--- src/hdl/tcu_pkg.sv ---
// shared types, constants and helpers for the triangle half-space clip unit
`timescale 1ns / 1ps
`default_nettype none
package tcu_pkg;

    // coordinate sign extension width
    localparam int COORD_BITS = 32;
    localparam int COORD_W    = (COORD_BITS > 32) ? 32 : COORD_BITS;

    // field and datapath widths
    localparam int CRD_W   = 32;
    localparam int PROD_W  = 64;
    localparam int SUM_W   = 66;
    localparam int Q_SHIFT = 30;
    localparam int DIST_W  = 36;
    localparam int DEN_W   = 36;
    localparam int REM_W   = 37;
    localparam int T_W     = 32;
    localparam int HALF_W  = T_W / 2;
    localparam int MAG_W   = 33;
    localparam int PP_W    = MAG_W + HALF_W;
    localparam int MH_W    = PP_W + 1;
    localparam int TOL_W   = 31;

    // divider split: bits of quotient per pipeline stage
    localparam int DIV_STEP   = 4;
    localparam int DIV_STAGES = T_W / DIV_STEP;

    // pipeline stage numbering
    localparam int ST_PROD = 1;
    localparam int ST_DIST = 2;
    localparam int ST_DEN  = 3;
    localparam int ST_DIV0 = 4;
    localparam int ST_MUL  = ST_DIV0 + DIV_STAGES;
    localparam int ST_PT   = ST_MUL + 1;
    localparam int NSTAGE  = ST_PT;

    // result list
    localparam int MAX_ITEMS = 6;
    localparam int IDX_W     = $clog2(MAX_ITEMS);

    // stream widths
    localparam int S_DATA_W = 9 * CRD_W;
    localparam int M_DATA_W = 3 * CRD_W;
    localparam int M_USER_W = 8;

    // register file
    localparam int PADDR_W = 5;
    localparam int APB_W   = 32;
    typedef enum logic [2:0] {
        REG_NORMAL_X,
        REG_NORMAL_Y,
        REG_NORMAL_Z,
        REG_PLANE_OFFSET,
        REG_TOLERANCE
    } reg_idx_t;

    localparam logic [CRD_W-1:0] RST_NORMAL_X = 32'd0;
    localparam logic [CRD_W-1:0] RST_NORMAL_Y = 32'd0;
    localparam logic [CRD_W-1:0] RST_NORMAL_Z = 32'd1073741824;
    localparam logic [CRD_W-1:0] RST_OFFSET   = 32'd0;
    localparam logic [TOL_W-1:0] RST_TOL      = 31'd16;

    // vertex class against the plane
    typedef enum logic [1:0] {
        CLS_ON,
        CLS_ABOVE,
        CLS_BELOW
    } cls_t;

    // result kind
    typedef enum logic [1:0] {
        KIND_POLY  = 2'd0,
        KIND_START = 2'd1,
        KIND_END   = 2'd2,
        KIND_EMPTY = 2'd3
    } kind_t;

    typedef logic [2:0][CRD_W-1:0] point_t;
    typedef point_t [2:0] tri_t;

    typedef struct packed {
        kind_t  kind;
        point_t pt;
    } item_t;

    // sign extend a coordinate from its configured width
    function automatic logic [CRD_W-1:0] sext_coord(input logic [CRD_W-1:0] v);
        logic signed [CRD_W-1:0] s;
        s = $signed(v << (CRD_W - COORD_W));
        return CRD_W'(s >>> (CRD_W - COORD_W));
    endfunction

    // next vertex index, modulo three
    function automatic logic [1:0] inc3(input logic [1:0] i);
        return (i == 2'd2) ? 2'd0 : i + 2'd1;
    endfunction

endpackage
`default_nettype wire

--- src/hdl/tcu_merge.sv ---
// combines lane results into the ordered result list and sends it out
`timescale 1ns / 1ps
`default_nettype none
module tcu_merge (
    input  wire logic                              clk,
    input  wire logic                              rst_n,
    input  wire logic                              in_valid,
    output logic                                   take,
    input  wire tcu_pkg::cls_t                     cls [3],
    input  wire tcu_pkg::tri_t                     v,
    input  wire tcu_pkg::point_t                   xp [3],
    output logic                                   m_tvalid,
    input  wire logic                              m_tready,
    output logic [tcu_pkg::M_DATA_W-1:0]           m_tdata,   // point_x, point_y, point_z
    output logic [tcu_pkg::M_USER_W-1:0]           m_tuser,   // kind[1:0], hit, zero pad
    output logic                                   m_tlast
);

    tcu_pkg::item_t           list_reg [tcu_pkg::MAX_ITEMS];
    tcu_pkg::item_t           list_next [tcu_pkg::MAX_ITEMS];
    logic [tcu_pkg::IDX_W-1:0] idx_reg, lastidx_reg, lastidx_next;
    logic                     hit_reg, hit_next, busy_reg;
    logic                     out_last;

    // build the result list from the vertex classes
    always_comb
    begin
        logic [1:0] nb, nu, non, k, k1, k2, o, l, u, a, b, e;
        tcu_pkg::cls_t want;
        nb = '0; nu = '0; non = '0;
        o = '0; l = '0; u = '0; k = '0;
        for (int i = 0; i < 3; i++)
        begin
            case (cls[i])
                tcu_pkg::CLS_ON:    begin non = non + 2'd1; o = 2'(i); end
                tcu_pkg::CLS_ABOVE: begin nu = nu + 2'd1; u = 2'(i); end
                default:            begin nb = nb + 2'd1; l = 2'(i); end
            endcase
        end
        want = (nu == 2'd1) ? tcu_pkg::CLS_ABOVE : tcu_pkg::CLS_BELOW;
        for (int i = 0; i < 3; i++)
        begin
            if (cls[i] == want)
                k = 2'(i);
        end
        k1 = tcu_pkg::inc3(k);
        k2 = tcu_pkg::inc3(k1);
        if (cls[0] == tcu_pkg::CLS_ON && cls[1] == tcu_pkg::CLS_ON)
        begin
            a = 2'd0; b = 2'd1;
        end
        else if (cls[1] == tcu_pkg::CLS_ON && cls[2] == tcu_pkg::CLS_ON)
        begin
            a = 2'd1; b = 2'd2;
        end
        else
        begin
            a = 2'd2; b = 2'd0;
        end
        e = (u == tcu_pkg::inc3(l)) ? l : u;

        for (int i = 0; i < tcu_pkg::MAX_ITEMS; i++)
        begin
            list_next[i] = '{kind: tcu_pkg::KIND_POLY, pt: '0};
        end
        hit_next     = 1'b1;
        lastidx_next = '0;

        if (nb == 2'd0)
        begin
            // nothing below the band
            list_next[0] = '{kind: tcu_pkg::KIND_EMPTY, pt: '0};
            hit_next     = 1'b0;
        end
        else if (nu == 2'd0)
        begin
            // whole triangle below, cut only along an on-plane edge
            list_next[0] = '{kind: tcu_pkg::KIND_POLY, pt: v[0]};
            list_next[1] = '{kind: tcu_pkg::KIND_POLY, pt: v[1]};
            list_next[2] = '{kind: tcu_pkg::KIND_POLY, pt: v[2]};
            lastidx_next = tcu_pkg::IDX_W'(2);
            if (non == 2'd2)
            begin
                list_next[3] = '{kind: tcu_pkg::KIND_START, pt: v[a]};
                list_next[4] = '{kind: tcu_pkg::KIND_END, pt: v[b]};
                lastidx_next = tcu_pkg::IDX_W'(4);
            end
        end
        else if (non == 2'd0)
        begin
            if (nu == 2'd1)
            begin
                // one above: quad
                list_next[0] = '{kind: tcu_pkg::KIND_POLY, pt: xp[k]};
                list_next[1] = '{kind: tcu_pkg::KIND_POLY, pt: v[k1]};
                list_next[2] = '{kind: tcu_pkg::KIND_POLY, pt: v[k2]};
                list_next[3] = '{kind: tcu_pkg::KIND_POLY, pt: xp[k2]};
                list_next[4] = '{kind: tcu_pkg::KIND_START, pt: xp[k]};
                list_next[5] = '{kind: tcu_pkg::KIND_END, pt: xp[k2]};
                lastidx_next = tcu_pkg::IDX_W'(5);
            end
            else
            begin
                // one below: small triangle
                list_next[0] = '{kind: tcu_pkg::KIND_POLY, pt: v[k]};
                list_next[1] = '{kind: tcu_pkg::KIND_POLY, pt: xp[k]};
                list_next[2] = '{kind: tcu_pkg::KIND_POLY, pt: xp[k2]};
                list_next[3] = '{kind: tcu_pkg::KIND_START, pt: xp[k]};
                list_next[4] = '{kind: tcu_pkg::KIND_END, pt: xp[k2]};
                lastidx_next = tcu_pkg::IDX_W'(4);
            end
        end
        else
        begin
            // one on, one above, one below
            list_next[0] = '{kind: tcu_pkg::KIND_POLY, pt: v[o]};
            list_next[1] = '{kind: tcu_pkg::KIND_POLY, pt: v[l]};
            list_next[2] = '{kind: tcu_pkg::KIND_POLY, pt: xp[e]};
            list_next[3] = '{kind: tcu_pkg::KIND_START, pt: v[o]};
            list_next[4] = '{kind: tcu_pkg::KIND_END, pt: xp[e]};
            lastidx_next = tcu_pkg::IDX_W'(4);
        end
    end

    // take a new triangle when empty or on the final request going out
    assign out_last = (idx_reg == lastidx_reg);
    assign take     = in_valid && (!busy_reg || (m_tready && out_last));

    always_ff @(posedge clk or negedge rst_n)
    begin
        if (!rst_n)
        begin
            busy_reg <= 1'b0;
            idx_reg  <= '0;
        end
        else if (take)
        begin
            busy_reg <= 1'b1;
            idx_reg  <= '0;
        end
        else if (busy_reg && m_tready)
        begin
            if (out_last)
                busy_reg <= 1'b0;
            else
                idx_reg <= idx_reg + tcu_pkg::IDX_W'(1);
        end
    end

    // held result list
    always_ff @(posedge clk)
    begin
        if (take)
        begin
            list_reg    <= list_next;
            lastidx_reg <= lastidx_next;
            hit_reg     <= hit_next;
        end
    end

    // output port drive
    assign m_tvalid = busy_reg;
    assign m_tdata  = list_reg[idx_reg].pt;
    assign m_tuser  = tcu_pkg::M_USER_W'({hit_reg, list_reg[idx_reg].kind});
    assign m_tlast  = out_last;

endmodule
`default_nettype wire
--- config.mk ---
export PLATFORM = sky130hd
export DESIGN_NAME = tcu_merge
export DESIGN_NICKNAME = d
export VERILOG_FILES = /design/src/hdl/tcu_pkg.sv /design/src/hdl/tcu_merge.sv
export SDC_FILE = /design/constraint.sdc
export NUM_CORES = 2
export LEC_CHECK = 0
export ABC_AREA = 0
export BUFFER_PORTS_ARGS = -buffer_cell sky130_fd_sc_hd__clkbuf_2
export CAP_MARGIN = 0
export CORE_AREA = 8 8 402 365
export DETAILED_ROUTE_END_ITERATION = 16
export DIE_AREA = 0 0 410 373
export GPL_ROUTABILITY_DRIVEN = 0
export SLEW_MARGIN = 25
export SYNTH_ARGS = -nofsm -noshare
export SYNTH_HDL_FRONTEND = slang
export SYNTH_SLANG_ARGS = --single-unit
--- constraint.sdc ---
create_clock -name clk -period 20.8 [get_ports clk]
set_clock_uncertainty 0.05 [all_clocks]
set_input_delay 2.08 -clock clk [delete_from_list [all_inputs] [get_ports clk]]
set_output_delay 2.08 -clock clk [all_outputs]
set_load 0.03 [all_outputs]
==> impl_metrics.csv <==
group,metric,value,unit
run_status,status,"complete, but fails checks",
run_status,violations,"slew limit",
yosys,ys_top_cells_by_area,"edfxtp_1 32%, mux2i_1 12%, nand2_1 6.1%, nor2_1 5.2%, clkbuf_1 4.7%",
routing,vias_per_cell,6.81,
layout,largest_reg_flops,579,
setup_path,cpMostUsedCell,"buf_4",
yosys,synth_top_area_frac,0.316,
setup_path,r2r_cells,7,
layout,final_nets,7360,
routing,drtIter0Drc,8224,
clock_tree,postCtsSetupRepairBufs,0,
yosys,syn_area_per_cell,8.15,sq um
setup_path,crit_path_top_delay_cell,"buf_4",
yosys,synth_area,55400,sq um
routing,routed_wl,269000,um
floorplanning,die-height,373,um
clock_tree,cts-hold-fix-buffers,0,
yosys,synth_mux_area_frac,0.181,
layout,final_area,61500,sq um
floorplanning,initial_core_util,0.395,
yosys,synth_adder_area_share,0.00135,
setup_path,startpoint_type,"primary input",
timing,grt_setup_unrepaired,"false",
hold_path,min-delay-path-class,"register to register",
routing,dr.pass1.iters,9,
setup_path,critical_path.max_fanout,99,
setup_path,critical_path_arrival,8.20,ns
setup_path,rrSetupSlack,15.46,ns
yosys,async_flop_share,0.00681,
global_route,grt-ovfl-total,0,
setup_path,critPathMaxStageDelay,1.00,ns
layout,multiInputGateArea,33900,sq um
place,port_buffers,687,
pwr,powerDensity,91.6,nW/um^2
setup_path,path_cells,"buf_6, nor2_4, buf_4, inv_4, ha_1, nor3b_1, a2bb2oi_4, buf_4, or3_4, inv_6, buf_4, nand3_1, o311ai_1",
timing,post-route-period-util,0.373,
yosys,synth_xor_area_frac,0.000474,
clock_tree,path_clk_slew,0.05,ns
clock_tree,cts_tree,"built",
floorplanning,die_w,410,um
routing,wl_per_cell,30.6,um
yosys,synth_top_area_cell,"edfxtp_1",
pwr,ir_worst_vdd,0.0000611,V
timing,tns,0,ns
yosys,synth_ff_type,"edfxtp_1",
layout,area_growth,11.0,%
floorplanning,io_pins,693,
pwr,power.leakage,23.3,nW
layout,drive_gt1_frac,0.172,
yosys,ys_types,66,
yosys,ys_ff_latch,587,
yosys,ys_seq_area_frac,0.318,
global_route,grt_pass1_vias,56200,
timing,min_period,7.75,ns
setup_path,end_kind,"register",
yosys,synth_compound_area_frac,0.243,
routing,via_count,59900,
clock_tree,ctsResizeCount,0,
clock_tree,worstSkewPairLatency,0.70,ns
layout,num-fill-cells,13900,
pwr,p_switching,0.00246,W
timing,worstMarginPinSlew,1.53,ns
yosys,synth_warnings,0,
timing,hold_viol_final,0,
setup_path,crit_required,21.24,ns
clock_tree,cts-buffers-inserted,76,
global_route,grt_antenna_before_repair,108,
yosys,synth_top_family_by_area,"compound AO/OA/AOI/OAI gates",
timing,clock.fmax,129,MHz
setup_path,critPathTopFamily,"buffers and inverters",
run,max_cap_viol_count,0,
pwr,combPwrFrac,0.470,
floorplanning,num_rows,131,
setup_path,timing.rr.start,"idx_reg[1]$_DFFE_PN0P_",
pwr,p_clk_frac,0.242,
setup_path,reg2reg_to,"list_reg[461]$_SDFFCE_PP0P_",
global_route,grt_max_degree,188,
floorplanning,die_area,153000,sq um
timing,slew_headroom,-0.0175,
place,hpwl,155000,um
hold_path,min_path_cells,1,
timing,maxSlewViolCount,33,
timing,setup_viol,0,
routing,drcViolationCount,0,
pwr,intPower,0.00317,W
clock_tree,clk_path_buf_depth,3,
routing,ant_nets,0,
clock_tree,cts_root_buf,"clkbuf_16",
setup_path,path_buf_inv,6,
floorplanning,fp.coreArea,140000,sq um
yosys,synth_most_common_cell,"nand2_1",
pwr,swShare,0.437,
layout,seq_area,17600,sq um
yosys,synthSimpleGateAreaFrac,0.180,
setup_path,crit_type,"primary input to register",
clock_tree,cts_max_level,3,
hold_path,min_from,"m_tvalid$_DFFE_PN0P_",
hold_path,hold_end,"idx_reg[1]$_DFFE_PN0P_",
global_route,grt_pass1_wl,384000,um
yosys,yosys-top-cells-count,"896 x nand2_1, 762 x nor2_1, 697 x clkbuf_1",
yosys,synth_cells,6796,
clock_tree,clock_sink_count,587,
place,post_dp_cell_area,58800,sq um
global_route,grt_use_total,0.329,
pwr,share_seq_of_total_power,0.289,
yosys,synth_edf_count,583,
-- metal layers --
metal  up-vias  global-route usage  part of all wire
met3      1090              0.0994              0.13
met5         -                   0           0.00050
met4        22               0.203             0.063
li1      25400                   -                 -
met2      4792               0.488              0.43
met1     28500               0.417              0.37
-- cells in the final DEF (no fill, tap or decap), drive strengths merged, types with 101 or more instances in the layout --
cell type / Yosys / routed
a21oi: 415 / 415
nor2: 764 / 764
o311ai: 125 / 125
buf: 187 / 115
o22ai: 145 / 145
nand2b: 101 / 101
a31oi: 139 / 139
inv: 119 / 121
edfxtp: 583 / 583
mux2i: 648 / 648
a211o: 233 / 233
nand3: 264 / 264
mux2: 123 / 123
nand2: 896 / 896
o21ai: 429 / 429
clkbuf: 724 / 776
o211ai: 193 / 193
and3: 165 / 165
-- worst max-delay path by stage --
stage / start / end / slack [ns] / depth (start not counted)
finish: cls[3] / list_reg[227]$_SDFFCE_PP0P_ / 13.05 / 13
global route: cls[3] / list_reg[265]$_SDFFCE_PP0P_ / 12.97 / 13
CTS: cls[3] / list_reg[227]$_SDFFCE_PP0P_ / 13.28 / 13
detailed placement: cls[3] / list_reg[227]$_SDFFCE_PP0P_ / 12.54 / 13
global placement: cls[3] / list_reg[259]$_SDFFCE_PP0P_ / 12.61 / 13
floorplan: m_tready / take / 2.96 / 3
-- cell type report --
| class | count | share of cell area |
|---|---|---|
| Antenna cell | 95 | 0.00386 |
| Clock buffer | 90 | 0.0328 |
| Clock inverter | 48 | 0.00720 |
| Inverter | 120 | 0.00746 |
| Multi-Input combinational cell | 5182 | 0.551 |
| Sequential cell | 587 | 0.286 |
| Tap cell | 1862 | 0.0379 |
| Timing Repair Buffer | 801 | 0.0732 |
-- through the flow --
step	util	std cells	total power [W]	setup slack (ns)	hold slack (ns)
floorplan	-	6800	0.00345	2.96	0.626
global placement	0.419	8548	0.00422	12.61	0.619
detailed placement	0.419	8550	0.00425	12.54	0.620
CTS	0.437	8688	0.00560	13.28	0.632
global route	0.439	8769	0.00582	12.97	0.647
finish	0.439	8785	0.00564	13.05	0.646
-- logic make-up (layout without fill, tap and decap cells) --
group,count (synthesis),count (layout)
compound gates,1991,1991
flops,587,587
fa+ha+maj,6,6
simple gates,2310,2310
buf+inv,1031,1059
other cells,1,100
xor+xnor,3,3
mux,867,867
-- power by group through the flow --
stage	clock network (W)	registers, W	logic [W]
6_report	0.00136	0.00163	0.00265
5_1_grt	0.00140	0.00164	0.00278
4_1_cts	0.00137	0.00163	0.00260
3_5_place_dp	0	0.00165	0.00259
3_3_place_gp	0	0.00165	0.00257
2_1_floorplan	0	0.00171	0.00175
-- worst reg2reg max path, stage by stage (launching register included) --
cell,delay [ns]
dfrtp_4,0.91
buf_4,0.84
xnor2_1,0.22
nand3_1,0.28
o21ai_0,0.31
and2_4,0.54
buf_4,0.82
buf_12,0.72
Power figures use the tool's default switching activity.
